### src/hdl/lcd_mode_stat_sequencer_macros.svh
// Assertion macros shared by the LCD mode/STAT sequencer RTL.
// No dependencies; included by the files that carry concurrent assertions.
`ifndef LCD_MODE_STAT_SEQUENCER_MACROS_SVH
`define LCD_MODE_STAT_SEQUENCER_MACROS_SVH

// Implication checked on every rising edge outside reset.
`define LCDMS_ASSERT(label, prop, msg) \
  label: assert property (@(posedge clk) disable iff (rst) (prop)) else $error(msg);

// Same check, but also evaluated while reset is asserted.
`define LCDMS_ASSERT_ALWAYS(label, prop, msg) \
  label: assert property (@(posedge clk) (prop)) else $error(msg);

`endif

### src/hdl/lcdms_pkg.sv
// Shared types, constants and helpers for the LCD mode/STAT sequencer.
// No dependencies; imported by lcdms_step and lcd_mode_stat_sequencer.
package lcdms_pkg;

  localparam logic [9:0] DOTS_PER_LINE = 10'd456;
  localparam logic [9:0] OAM_DOTS      = 10'd80;
  localparam logic [9:0] DOT_MAX       = 10'd1023;
  localparam logic [7:0] VBLANK_LINE   = 8'd144;
  localparam logic [7:0] LAST_LINE     = 8'd153;
  localparam logic       STAT_FIXED    = 1'b1;

  // Output mode codes
  localparam logic [1:0] MODE_HBLANK   = 2'd0;
  localparam logic [1:0] MODE_VBLANK   = 2'd1;
  localparam logic [1:0] MODE_OAM      = 2'd2;
  localparam logic [1:0] MODE_TRANSFER = 2'd3;

  // Configuration register indexes
  localparam logic CFG_COMPARE_LINE = 1'b0;
  localparam logic CFG_STAT_ENABLES = 1'b1;

  // Enable bit positions inside stat_enables
  localparam int EN_HBLANK = 0;
  localparam int EN_VBLANK = 1;
  localparam int EN_OAM    = 2;
  localparam int EN_COINC  = 3;

  typedef enum logic [3:0] {
    ST_HBLANK   = 4'b0001,
    ST_VBLANK   = 4'b0010,
    ST_OAM      = 4'b0100,
    ST_TRANSFER = 4'b1000
  } mode_state_t;

  typedef struct packed {
    logic [9:0]  dot_count;
    logic [7:0]  line_count;
    mode_state_t mode;
    logic        irq_line;
    logic        coincide_flag;
  } seq_state_t;

  typedef struct packed {
    logic [1:0] lcd_mode;
    logic [7:0] line_number;
    logic [7:0] stat_value;
    logic       vblank_irq;
    logic       stat_irq;
    logic       hblank_start;
  } seq_result_t;

  function automatic logic [1:0] mode_code(input mode_state_t st);
    logic [1:0] code;
    unique case (st)
      ST_HBLANK:   code = MODE_HBLANK;
      ST_VBLANK:   code = MODE_VBLANK;
      ST_OAM:      code = MODE_OAM;
      ST_TRANSFER: code = MODE_TRANSFER;
      default:     code = MODE_HBLANK;
    endcase
    return code;
  endfunction

endpackage

### src/hdl/lcdms_step.sv
// Next-state and result logic for one tick of the LCD mode/STAT sequencer.
// Depends on lcdms_pkg; purely combinational, registered by the top level.
module lcdms_step import lcdms_pkg::*; (
  input  seq_state_t  cur,
  input  logic [7:0]  compare_line,
  input  logic [3:0]  stat_enables,
  input  logic [5:0]  dots,
  input  logic        lcd_on,
  input  logic        line_done,
  output seq_state_t  nxt,
  output seq_result_t res
);

  logic [10:0] dot_sum;
  logic [9:0]  dot_sat;
  logic [7:0]  line_inc;
  logic        line_end;
  logic        vbl;
  logic        oam_vbl_req;
  logic        hstart;
  logic        sig;
  logic        coinc;
  seq_state_t  upd;

  assign dot_sum  = {1'b0, cur.dot_count} + {5'b0, dots};
  assign dot_sat  = dot_sum[10] ? DOT_MAX : dot_sum[9:0];
  assign line_inc = cur.line_count + 8'd1;
  assign line_end = (dot_sat >= DOTS_PER_LINE);

  always_comb begin
    upd            = cur;
    upd.dot_count  = dot_sat;
    vbl            = 1'b0;
    oam_vbl_req    = 1'b0;
    hstart         = 1'b0;
    unique case (cur.mode)
      ST_HBLANK: begin
        if (line_end) begin
          upd.dot_count  = '0;
          upd.line_count = line_inc;
          if (line_inc == VBLANK_LINE) begin
            upd.mode    = ST_VBLANK;
            vbl         = 1'b1;
            oam_vbl_req = stat_enables[EN_OAM] & ~cur.irq_line;
          end else begin
            upd.mode = ST_OAM;
          end
        end
      end
      ST_VBLANK: begin
        if (line_end) begin
          upd.dot_count = '0;
          if (line_inc > LAST_LINE) begin
            upd.line_count = '0;
            upd.mode       = ST_OAM;
          end else begin
            upd.line_count = line_inc;
          end
        end
      end
      ST_OAM: begin
        if (dot_sat >= OAM_DOTS) upd.mode = ST_TRANSFER;
      end
      ST_TRANSFER: begin
        if (line_done) begin
          upd.mode = ST_HBLANK;
          hstart   = 1'b1;
        end
      end
      default: upd.mode = ST_HBLANK;
    endcase
  end

  always_comb begin
    unique case (upd.mode)
      ST_HBLANK: sig = stat_enables[EN_HBLANK];
      ST_VBLANK: sig = stat_enables[EN_VBLANK];
      ST_OAM:    sig = stat_enables[EN_OAM];
      default:   sig = 1'b0;
    endcase
  end

  assign coinc = (compare_line == upd.line_count);

  always_comb begin
    if (lcd_on) begin
      nxt               = upd;
      nxt.coincide_flag = coinc;
      nxt.irq_line      = sig | (stat_enables[EN_COINC] & coinc);
      res.vblank_irq    = vbl;
      res.stat_irq      = oam_vbl_req | (~cur.irq_line & nxt.irq_line);
      res.hblank_start  = hstart;
    end else begin
      nxt.dot_count     = '0;
      nxt.line_count    = '0;
      nxt.mode          = ST_HBLANK;
      nxt.irq_line      = 1'b0;
      nxt.coincide_flag = cur.coincide_flag;
      res.vblank_irq    = 1'b0;
      res.stat_irq      = 1'b0;
      res.hblank_start  = 1'b0;
    end
    res.lcd_mode    = mode_code(nxt.mode);
    res.line_number = nxt.line_count;
    res.stat_value  = {STAT_FIXED, stat_enables, nxt.coincide_flag, mode_code(nxt.mode)};
  end

endmodule

### src/hdl/lcd_mode_stat_sequencer.sv
// Top level of the LCD line/mode sequencer with STAT and vblank requests.
// Depends on lcdms_pkg, lcdms_step and lcd_mode_stat_sequencer_macros.svh.
//
// Usage:
//   Input channel (in_valid/in_ready) carries one tick item: dots elapsed,
//   the LCD enable and the pixel pipeline's line_done flag.
//   Output channel (out_valid/out_ready) returns exactly one result item per
//   tick: mode, line, STAT read value and the interrupt / HDMA strobes.
//   Configuration (cfg_we, cfg_index, cfg_data) writes compare_line (index 0)
//   or stat_enables (index 1, low four data bits); write only while idle.
// Timing:
//   A tick is accepted, its next state computed by lcdms_step and stored in
//   the sequencer registers and the result register at the same edge, so the
//   result is valid in the cycle after acceptance. One tick per cycle is
//   sustained while out_ready stays high; a low out_ready holds the flow.
// Reset:
//   rst clears the counter, line, mode, STAT line, coincidence flag and both
//   configuration registers, and drops out_valid.
// Stall:
//   While out_ready is low a held result blocks in_ready; the tick waits at
//   the input and the sequencer state does not move.
`include "lcd_mode_stat_sequencer_macros.svh"

module lcd_mode_stat_sequencer import lcdms_pkg::*; (
  input  logic       clk,
  input  logic       rst,
  // configuration write port
  input  logic       cfg_we,
  input  logic       cfg_index,
  input  logic [7:0] cfg_data,
  // tick input channel
  input  logic       in_valid,
  output logic       in_ready,
  input  logic [5:0] dots,
  input  logic       lcd_on,
  input  logic       line_done,
  // result output channel
  output logic       out_valid,
  input  logic       out_ready,
  output logic [1:0] lcd_mode,
  output logic [7:0] line_number,
  output logic [7:0] stat_value,
  output logic       vblank_irq,
  output logic       stat_irq,
  output logic       hblank_start
);

  logic [7:0]  compare_line;
  logic [3:0]  stat_enables;
  seq_state_t  state;
  seq_state_t  state_next;
  seq_result_t result;
  seq_result_t result_next;
  logic        in_fire;

  // Accept a new tick whenever the result register is empty or being drained.
  assign in_ready = ~out_valid | out_ready;
  assign in_fire  = in_valid & in_ready;

  // Configuration registers: plain writes, no read-back.
  always_ff @(posedge clk) begin
    if (rst) begin
      compare_line <= '0;
      stat_enables <= '0;
    end else if (cfg_we) begin
      unique case (cfg_index)
        CFG_COMPARE_LINE: compare_line <= cfg_data;
        CFG_STAT_ENABLES: stat_enables <= cfg_data[3:0];
        default: ;
      endcase
    end
  end

  lcdms_step u_step (
    .cur          (state),
    .compare_line (compare_line),
    .stat_enables (stat_enables),
    .dots         (dots),
    .lcd_on       (lcd_on),
    .line_done    (line_done),
    .nxt          (state_next),
    .res          (result_next)
  );

  // Sequencer state: advance only on an accepted tick.
  always_ff @(posedge clk) begin
    if (rst) begin
      state.dot_count     <= '0;
      state.line_count    <= '0;
      state.mode          <= ST_HBLANK;
      state.irq_line      <= 1'b0;
      state.coincide_flag <= 1'b0;
    end else if (in_fire) begin
      state <= state_next;
    end
  end

  // Result register: load on accept, drop valid once taken with no new tick.
  always_ff @(posedge clk) begin
    if (rst) begin
      out_valid <= 1'b0;
    end else if (in_fire) begin
      out_valid <= 1'b1;
    end else if (out_ready) begin
      out_valid <= 1'b0;
    end
  end

  always_ff @(posedge clk) begin
    if (in_fire) begin
      result <= result_next;
    end
  end

  assign lcd_mode     = result.lcd_mode;
  assign line_number  = result.line_number;
  assign stat_value   = result.stat_value;
  assign vblank_irq   = result.vblank_irq;
  assign stat_irq     = result.stat_irq;
  assign hblank_start = result.hblank_start;

  // Visible lines only outside vblank; vblank lines only inside it.
  `LCDMS_ASSERT(a_line_vs_mode,
    (state.mode == ST_VBLANK) ?
      (state.line_count >= VBLANK_LINE && state.line_count <= LAST_LINE) :
      (state.line_count < VBLANK_LINE),
    "line count inconsistent with mode")
  // A vblank request always reports entry to the first vblank line.
  `LCDMS_ASSERT(a_vblank_entry,
    (out_valid && vblank_irq) |-> (lcd_mode == MODE_VBLANK && line_number == VBLANK_LINE),
    "vblank request outside vblank entry")
  // The HDMA trigger only accompanies hblank.
  `LCDMS_ASSERT(a_hstart_mode,
    (out_valid && hblank_start) |-> (lcd_mode == MODE_HBLANK),
    "hblank_start without hblank mode")
  // A tick with the LCD off leaves the sequencer cleared.
  `LCDMS_ASSERT(a_lcd_off_clear,
    (in_fire && !lcd_on) |=> (state.line_count == 8'd0 && state.dot_count == 10'd0 &&
                              state.mode == ST_HBLANK && !state.irq_line),
    "LCD off did not clear sequencer")

endmodule
### config.mk
export PLATFORM = sky130hd
export DESIGN_NAME = lcd_mode_stat_sequencer
export DESIGN_NICKNAME = d
export VERILOG_FILES = /design/src/hdl/lcdms_pkg.sv /design/src/hdl/lcdms_step.sv /design/src/hdl/lcd_mode_stat_sequencer.sv
export VERILOG_INCLUDE_DIRS = /design/src /design/src/hdl
export SDC_FILE = /design/constraint.sdc
export NUM_CORES = 1
export LEC_CHECK = 0
export ABC_CLOCK_PERIOD_IN_PS = 5000
export CORE_MARGIN = 2
export CORE_UTILIZATION = 25
export DETAILED_ROUTE_END_ITERATION = 8
export DONT_BUFFER_PORTS = 1
export GPL_ROUTABILITY_DRIVEN = 1
export PLACE_DENSITY_LB_ADDON = 0.15
export SYNTH_ARGS = -nofsm -noshare
export SYNTH_HDL_FRONTEND = slang
export SYNTH_HIERARCHICAL = 1
export SYNTH_SLANG_ARGS = --single-unit
### constraint.sdc
create_clock -name clk -period 5 [get_ports clk]
set_input_delay 1.5 -clock clk [delete_from_list [all_inputs] [get_ports clk]]
set_output_delay 1.5 -clock clk [all_outputs]
set_load 0.01 [all_outputs]
==> impl_metrics.json <==
{
  "hold_path_depth": 0,
  "sw_frac_of_total_pct": 22.54,
  "synth_cells": 447,
  "grt_max_degree": 50,
  "firstDrtPassIters": 4,
  "clock_latency_ns": 0.33,
  "drive_gt1_share_pct": 23.97,
  "area_delta_synth_final_pct": 18.42,
  "grt_pass1_wl_um": 17840,
  "max_freq_mhz": 205.1,
  "synth-edff-count": 21,
  "worstPathRequired_ns": 5.26,
  "min_path_type": "flip-flop to flip-flop",
  "die_area_sq_um": 16890,
  "max-vdd-ir-drop_v": 0.0001517,
  "grt_pass1_vias": 3246,
  "grtUsageTotal_pct": 13.57,
  "place_hpwl_um": 8033,
  "pwr-share-clk_pct": 50.6,
  "nNetsFinal": 486,
  "ys_ff_latch": 58,
  "via_per_inst": 5.004,
  "path_class": "input pin to flip-flop",
  "skew_ns": 0.006001,
  "critPathLaunchType": "input pin",
  "clkSlewWorstSetupHoldPaths_ns": 0.06,
  "pre_cts_slack_ns": -0.2899,
  "hold_end": "stat_value[3]",
  "syn_area_sq_um": 3966,
  "rrSetupSlack_ns": 0.82,
  "die_w_um": 130.0,
  "final_area_sq_um": 4697,
  "grt_antenna_before_repair": 0,
  "dieHeight_um": 130.0,
  "rsz0062_at_grt": "true",
  "routedWlPerCell_um": 16.85,
  "worst_r2r_endpoint": "state[0]",
  "nFillCells": 1665,
  "finalHoldViolCount": 0,
  "worst_r2r_startpoint": "state[8]",
  "period_needed_ns": 4.876,
  "ios": 45,
  "synth.area.top_cells": "dfxtp_1 (19%), edfxtp_1 (16%), a21oi_1 (5.2%), a21bo_2 (4.8%), nand3_1 (4.2%)",
  "synthArstFlopShare_pct": 0,
  "r2r_cells": 14,
  "yosysTopAreaCell": "dfxtp_1",
  "io_buffers": 0,
  "clkSinkCount": 58,
  "tns_ns": 0,
  "worst_slack_ns": 0.1236,
  "final_core_util_pct": 29.89,
  "drtIter0Drc": 239,
  "net-switching-power_mw": 0.2889,
  "combinationalPowerShare_pct": 8.3,
  "syn_area_per_cell_sq_um": 8.873,
  "synth-main-ff-cell": "dfxtp_1",
  "diodes": 0,
  "worstMarginPinSlew_ns": 0.8173,
  "final_max_slew_viol_count": 0,
  "ys_seq_area_share_pct": 34.57,
  "h-tree-depth": 3,
  "synth_top_area_share_pct": 18.68,
  "cp_max_fo": 5,
  "leakage_nw": 1.618,
  "cts_buffer_depth": 2,
  "postPlaceCellArea_sq_um": 4287,
  "core_sq_um": 15710,
  "cts_made_buffers": 9,
  "num_rows": 46,
  "pwr-share-seq_pct": 41.0,
  "ant_nets": 0,
  "min_from": "stat_enables[0]",
  "cap_viol_max_count": 0,
  "finalWeightedCongestion": 0.8789,
  "synth_warnings": 6,
  "grt-ovfl-total": 0,
  "power_density_nw_per_um2": 272.9,
  "finalCritPeriodShare_pct": 97.53,
  "routed_wl_um": 11380,
  "report.power.total_mw": 1.282,
  "ys_types": 78,
  "finalSetupViolCount": 0,
  "cts-root-buf": "clkbuf_16",
  "cellInternalPower_mw": 0.9930,
  "status": "finished, final reports clean",
  "drc_errors": 0,
  "slew_headroom_pct": 45.31,
  "synth_fp_nets": 479,
  "vias": 3378,
  "start_util_pct": 25.24,
  "crit_arrival_ns": 5.14,
  "endpoint_kind": "flip-flop",
  "cts_tree": "built"
}
how the worst max path moves through the flow:
stage          startpoint       end  cells after the start
2_1_floorplan     dots[0]  state[0]                     16
3_3_place_gp      dots[0]  state[0]                     16
3_5_place_dp      dots[0]  state[0]                     16
4_1_cts           dots[0]  state[0]                     16
5_1_grt           dots[0]  state[0]                     18
6_report          dots[0]  state[0]                     18
timing repair:
| action | CTS | global route |
|---|---|---|
| endpoints found under the setup margin | 0 | 4 |
| hold buffers | 0 | 0 |
| gates resized for setup | 0 | 15 |
| buffers inserted | 0 | 2 |
sequential cells by signal (all words and copies together) (netlist names):
signal	cells
vblank_irq	1
state	24
line_number	8
lcd_mode	2
stat_enables	4
out_valid	1
stat_value	8
stat_irq	1
compare_line	8
hblank_start	1
per-stage QoR:
| stage | hold WS (ns) | std cells |
|---|---|---|
| finish | 0.4820 | 675 |
| global route | 0.5115 | 675 |
| CTS | 0.4903 | 673 |
| detailed placement | 0.4777 | 657 |
| global placement | 0.4616 | 657 |
| floorplan | 0.4497 | 447 |
metal layers:
| metal | GRT usage (%) | vias to the layer above | routed length (um) |
|---|---|---|---|
| li1 | - | 1639 | - |
| met1 | 17.79 | 1626 | 5390 |
| met2 | 21.40 | 95 | 5121 |
| met3 | 3.977 | 18 | 661 |
| met4 | 4.554 | 0 | 204 |
| met5 | 0 | - | 0 |
final cells by class:
type                    count  area [sq um]  share of cell area (%)
multi-input cells         329          2399                   51.07
flip-flops and latches     58          1371                   29.20
well taps                 216         270.3                   5.754
repair buffers             34         262.8                   5.594
clock buffers              10         229.0                   4.875
clock inverters             6         82.58                   1.758
inverters                  22         82.58                   1.758
cell families (layout without fill, tap and decap cells):
logic type               count (synthesis)  count (layout)  synth area share, %
AO/OA/AOI/OAI                          139             139                26.31
other                                    1               1              0.09455
buffers and inverters                   60              72                8.517
adder cells (fa/ha/maj)                 10              10                3.344
AND/OR/NAND/NOR                        153             153                20.73
multiplexers                            17              17                4.448
XOR/XNOR                                 9               9                1.987
flip-flops                              58              58                34.57
cell usage in the layout (no fill, tap or decap), types with 3 or more instances in the layout:
| cell type | netlist | layout |
|---|---|---|
| xnor2_1 | 4 | 3 |
| nor4b_1 | 3 | 3 |
| edfxtp_1 | 21 | 21 |
| nand3_1 | 33 | 33 |
| clkbuf_16 | 0 | 9 |
| a21oi_1 | 41 | 40 |
| a21bo_1 | 4 | 4 |
| and2_1 | 8 | 8 |
| a21bo_2 | 19 | 19 |
| buf_4 | 21 | 32 |
| nor3_1 | 8 | 8 |
| a221oi_1 | 4 | 4 |
| and3_1 | 6 | 6 |
| a22oi_1 | 3 | 3 |
| a21boi_0 | 4 | 4 |
| nor2_1 | 29 | 28 |
| nand2b_1 | 7 | 7 |
| xor2_1 | 5 | 5 |
| mux2i_1 | 14 | 13 |
| inv_1 | 22 | 21 |
| nand2_1 | 30 | 30 |
| o22ai_1 | 3 | 3 |
| nor2b_1 | 3 | 3 |
| dfxtp_1 | 37 | 37 |
| ha_1 | 9 | 8 |
| o21ai_0 | 19 | 19 |
| nand3b_1 | 3 | 3 |
critical path, stage by stage:
cell	delay [ns]
ha_4	0.11
inv_2	0.04
fa_2	0.36
nor2b_4	0.13
o2111a_2	0.27
o311ai_4	0.10
buf_4	0.17
nand2_2	0.09
mux2i_4	0.11
buf_6	0.15
a2111oi_2	0.34
a221oi_1	0.09
a2111o_1	0.30
or4_4	0.48
or4_4	0.45
mux2i_2	0.19
nand3_1	0.09
a21oi_1	0.15
power by group through the flow:
| stage | registers, mW | clock network, mW | logic (mW) |
|---|---|---|---|
| 2_1_floorplan | 0.531 | 0 | 0.0864 |
| 3_3_place_gp | 0.536 | 0 | 0.100 |
| 3_5_place_dp | 0.536 | 0 | 0.0999 |
| 4_1_cts | 0.526 | 0.675 | 0.101 |
| 5_1_grt | 0.529 | 0.689 | 0.119 |
| 6_report | 0.526 | 0.649 | 0.107 |
synthesized netlist by cell type, types with 3 or more instances:
cell type  count
nor3_1         8
xor2_1         5
and2_1         8
edfxtp_1      21
o21ai_0       19
a21bo_1        4
a21bo_2       19
nor2_1        29
clkbuf_1       7
buf_2          6
ha_1           9
a22oi_1        3
nand3_1       33
xnor2_1        4
buf_4         21
nand2_1       30
nor2b_2        3
dfxtp_1       37
nand3b_1       3
a21boi_0       4
nor2b_1        3
and3_1         6
o22ai_1        3
a2111oi_0      3
mux2i_1       14
inv_1         22
nor4b_1        3
nand2b_1       7
a21oi_1       41
a221oi_1       4
No activity file was read; power rests on OpenSTA's default activity.
